## config.mk

```make
export PLATFORM = sky130hd
export DESIGN_NAME = slm_subpixel
export DESIGN_NICKNAME = d
export VERILOG_FILES = /design/src/sv/slm_pkg.sv /design/src/sv/slm_subpixel.sv
export SDC_FILE = /design/constraint.sdc
export NUM_CORES = 2
export LEC_CHECK = 0
export BUFFER_PORTS_ARGS = -buffer_cell sky130_fd_sc_hd__buf_2
export CAP_MARGIN = 40
export CORE_MARGIN = 5
export CORE_UTILIZATION = 45
export DETAILED_ROUTE_END_ITERATION = 10
export PLACE_DENSITY = 0.59
export REMOVE_ABC_BUFFERS = 1
export SLEW_MARGIN = 15
export SYNTH_ARGS = -nofsm -noshare
export SYNTH_HDL_FRONTEND = slang
export SYNTH_SLANG_ARGS = --single-unit
```

## constraint.sdc

```tcl
create_clock -name clk -period 9.9 [get_ports clk]
set_input_delay 1.485 -clock clk [delete_from_list [all_inputs] [get_ports clk]]
set_output_delay 1.485 -clock clk [all_outputs]
set_load 0.02 [all_outputs]
```

## src/sv/slm_pkg.sv

```systemverilog
package slm_pkg;

    // Fixed field widths
    localparam int COORD_W     = 12;
    localparam int LEVEL_W     = 8;
    localparam int COT_W       = 16;
    localparam int INV_W       = 24;
    localparam int OFFSET_W    = 20;
    localparam int CFG_DATA_W  = 24;

    // Fixed point: phase numerator in Q.12, fraction in Q0.32
    localparam int FRAC_BITS   = 12;
    localparam int PHASE_W     = 32;
    localparam int CY_W        = COT_W + COORD_W;

    // Views 0..OPEN_VIEWS-1 are open, the rest dark
    localparam int NUM_VIEWS_DEFAULT = 6;
    localparam int OPEN_VIEWS        = 3;
    localparam int SUBPIXELS         = 3;
    localparam int STAGES            = 5;

    localparam logic [LEVEL_W-1:0] LEVEL_OPEN = 8'd255;
    localparam logic [LEVEL_W-1:0] LEVEL_DARK = 8'd0;

    // Register reset values
    localparam logic [COT_W-1:0]    COT_RESET    = 16'd1229;
    localparam logic [INV_W-1:0]    INV_RESET    = 24'd1747627;
    localparam logic [OFFSET_W-1:0] OFFSET_RESET = 20'd0;
    localparam logic                SLOPE_RESET  = 1'b1;

    typedef enum logic [1:0] {
        CFG_COT_MAGNITUDE = 2'd0,
        CFG_INV_COVER     = 2'd1,
        CFG_PHASE_OFFSET  = 2'd2,
        CFG_SLOPE_MODE    = 2'd3
    } slm_cfg_idx_t;

    typedef struct packed {
        logic [COORD_W-1:0] column;
        logic [COORD_W-1:0] row;
    } slm_in_t;

    typedef struct packed {
        logic [LEVEL_W-1:0] red_level;
        logic [LEVEL_W-1:0] green_level;
        logic [LEVEL_W-1:0] blue_level;
    } slm_out_t;

    // Stage load enables handed to the per-subpixel datapath
    typedef struct packed {
        logic ld_frac;
        logic ld_view;
    } slm_adv_t;

endpackage

```

## src/sv/slm_subpixel.sv

```systemverilog
module slm_subpixel
    import slm_pkg::*;
#(
    parameter int NUM_VIEWS = NUM_VIEWS_DEFAULT
)
(
    input  logic                clk,
    input  slm_adv_t            adv,
    input  logic [INV_W-1:0]    inv_cover,
    input  logic [PHASE_W-1:0]  num,
    output logic [LEVEL_W-1:0]  level
);

    localparam int VIEW_W  = $clog2(NUM_VIEWS);
    localparam int SCALE_W = PHASE_W + VIEW_W;

    logic [PHASE_W+INV_W-1:0] prod;
    logic [PHASE_W-1:0]       frac_next;
    logic [PHASE_W-1:0]       frac_reg;
    logic [SCALE_W-1:0]       scaled;
    logic [VIEW_W-1:0]        view_next;
    logic [VIEW_W-1:0]        view_reg;
    logic [PHASE_W-1:0]       t_next;
    logic [PHASE_W-1:0]       t_reg;
    logic [VIEW_W-1:0]        view_up;
    logic                     a_open;
    logic                     b_open;
    logic [PHASE_W:0]         t_rem;
    logic [PHASE_W+LEVEL_W:0] fall_prod;
    logic [PHASE_W+LEVEL_W-1:0] rise_prod;

    // Phase fraction: keep the low 32 bits of numerator times reciprocal
    assign prod      = {{INV_W{1'b0}}, num} * {{PHASE_W{1'b0}}, inv_cover};
    assign frac_next = prod[PHASE_W-1:0];

    always_ff @(posedge clk)
    begin
        if (adv.ld_frac)
        begin
            frac_reg <= frac_next;
        end
    end

    // Scale by view count: integer part is the view, the rest the blend weight
    assign scaled    = {{VIEW_W{1'b0}}, frac_reg} * SCALE_W'(NUM_VIEWS);
    assign view_next = scaled[SCALE_W-1:PHASE_W];
    assign t_next    = scaled[PHASE_W-1:0];

    always_ff @(posedge clk)
    begin
        if (adv.ld_view)
        begin
            view_reg <= view_next;
            t_reg    <= t_next;
        end
    end

    // Blend between this view and the next, wrapping at the last view
    assign view_up   = (view_reg == VIEW_W'(NUM_VIEWS - 1)) ? '0 : view_reg + 1'b1;
    assign a_open    = view_reg < VIEW_W'(OPEN_VIEWS);
    assign b_open    = view_up < VIEW_W'(OPEN_VIEWS);
    assign t_rem     = {1'b1, {PHASE_W{1'b0}}} - {1'b0, t_reg};
    assign fall_prod = {{LEVEL_W{1'b0}}, t_rem} * (PHASE_W+LEVEL_W+1)'(LEVEL_OPEN);
    assign rise_prod = {{LEVEL_W{1'b0}}, t_reg} * (PHASE_W+LEVEL_W)'(LEVEL_OPEN);

    always_comb
    begin
        if (a_open == b_open)
        begin
            level = a_open ? LEVEL_OPEN : LEVEL_DARK;
        end
        else if (a_open)
        begin
            level = fall_prod[PHASE_W+LEVEL_W-1:PHASE_W];
        end
        else
        begin
            level = rise_prod[PHASE_W+LEVEL_W-1:PHASE_W];
        end
    end

endmodule

```

==> metrics <==
status completed; top_reg_cell synth edfxtp_1; share of layout cells above drive strength 1 0.0399; DPL Wire Length 56,000 microns; min-delay worst type flop to flop; WP depth 29; hold_sp frac_reg[0]; CTS root buf clkbuf_16; Slew headroom 0.396; RSZ-0062 raised after global routing false; fin cells 3,909; area share of the leading cell type in the synthesized netlist 0.450; Pre-Repair DR Iteration Count 5; fin nets 4,045; FP Rows 93; top-count cell post-synth inv_1; Yosys top cell by area fa_1; f_max 109 MHz; Worst-Margin Slew 0.900 ns; Vias/cell 5.07; Num CTS Buffers 9; max reg flops 32; R2R Path Start frac_reg[1]; sequential share of the synthesized area 0.0684; GRT Total Usage 0.201; die width 264 microns; ANT cells 0; IO Count 67; Inst Count DP 3,891; Die Y 264 microns; Synth Instances 3,053; number of fill cells 6,096; Area Growth Syn to Fin 4.88%; Netlist cell types 71; GRT overflow 0; WS Path Type flop to output pin; final setup vio count 0; fin crit period 9.13 ns; I/O Buffers 66; DRC viols 0; Synth area leaders fa_1 45%, ha_1 12%, inv_1 10%; clk buf depth 2; Critical Path Sink Type output pin; Sink Count 66; Crit. Startpoint t_reg[1]; initial antenna violation count 0; final period utilization 0.923; vias after detailed routing 19,813; max incr delay on CP 0.57 ns; 1st-iter DRT viols 791; post-route ant nets 0; Starting Density 0.452; TritonCTS clock tree built; Mapped Area 29,000 sq um; CP max stage cell edfxtp_1; asr flop ratio synth 0; hold bufs inserted after CTS 0; CP top delay family adder cells; worst hold path depth 0; CP bufs+invs 6; final hold vios 0; DIE AREA 69,600 sq um; setup TNS 0 ns; multi-input logic area 23,700 sq um; routed len/inst 17.2 microns; clock slew at reported path FFs 0.05 ns; MaxCap Viol Count 0; first-pass GRT wire length 115,000 microns; area of the core 64,100 sq um; Avg Cell Area, Syn 9.50 sq um; Seq cells post-synth 66; CP arrival 7.65 ns; Max FO, Critical Path 10; Worst Path Required 8.42 ns; Final Max Tran Viols 0; FF-to-FF path depth 12; largest net degree at the start of global routing 35; commonest cells in the netlist 803 x inv_1, 651 x fa_1, 304 x nand2_1; vias in the first global route 23,015; GPL Wtd Cong 0.860; H-tree Lvls 3; CP most frequent cell inv_1; storage element area 1980 sq um; Post-synth EDFFs 66; Yosys warning total 0; CP Launch Type flop; clk_lat worst skew 0.34 ns; DRT Wirelength 67,200 microns; Worst Skew 0.00609 ns
## cell type report
type,instances,area share
repair buffers,73,0.0126
clock buffers,9,0.00741
flip-flops and latches,66,0.0652
clock inverters,7,0.00198
inverters,803,0.0991
well taps,855,0.0352
multi-input cells,2096,0.779
## metrics by stage
step / setup WS [ns] / hold WS (ns) / area, sq um / util
after floorplan: 1.81 / 0.433 / 28700 / -
after global placement: 1.22 / 0.477 / 30100 / 0.469
after detailed placement: 1.01 / 0.468 / 30100 / 0.469
after CTS: 0.618 / 0.481 / 30400 / 0.474
after global routing: 0.0857 / 0.513 / 30400 / 0.474
final: 0.767 / 0.478 / 30400 / 0.474
## repair_timing
action	in CTS	in global routing
resized for setup	0	1
setup endpoints to repair	0	2
endpoints found under the hold margin	0	0
buffers inserted	0	0
## kinds of logic (layout without fill, tap and decap cells)
| kind of cell | after synthesis | count (layout) | synth area share |
|---|---|---|---|
| flip-flops | 66 | 66 | 0.0684 |
| multiplexers | 5 | 5 | 0.00173 |
| adder cells (fa/ha/maj) | 945 | 945 | 0.576 |
| AO/OA/AOI/OAI | 262 | 262 | 0.0605 |
| buffers and inverters | 891 | 892 | 0.115 |
| XOR/XNOR | 180 | 180 | 0.0574 |
| AND/OR/NAND/NOR | 704 | 704 | 0.121 |
## metal layers
metal,vias up,GRT usage,share of wire
met5,-,0,0
met4,0,0.0726,0.042
met3,143,0.0139,0.034
met2,456,0.361,0.50
met1,10121,0.258,0.42
li1,9093,-,-
## layout by cell type (no fill, tap or decap), drive strengths merged, types with 5 or more instances in the layout
| cell type | n |
|---|---|
| a211oi | 9 |
| a21o | 47 |
| a21oi | 77 |
| a31oi | 11 |
| and2 | 240 |
| and3 | 9 |
| and4 | 6 |
| buf | 71 |
| clkbuf | 11 |
| clkinv | 6 |
| edfxtp | 66 |
| fa | 651 |
| ha | 286 |
| inv | 803 |
| maj3 | 8 |
| mux2i | 5 |
| nand2 | 304 |
| nand2b | 6 |
| nand3 | 29 |
| nand4 | 7 |
| nor2 | 52 |
| nor2b | 7 |
| nor3 | 21 |
| nor4 | 5 |
| o21a | 20 |
| o21ai | 37 |
| o21bai | 10 |
| o31ai | 7 |
| or2 | 8 |
| xnor2 | 121 |
| xor2 | 59 |
## path summary, 6_finish.rpt
check                      to  slack [ns]
setup / recovery     level[5]        0.77
hold reg to reg      t_reg[1]        0.48
setup reg to reg  view_reg[0]        6.34
hold / removal       t_reg[1]        0.48
Power is left out: the tool's default activity adds up to more than one toggle a clock period on the data nets, which glitch-free logic cannot reach.
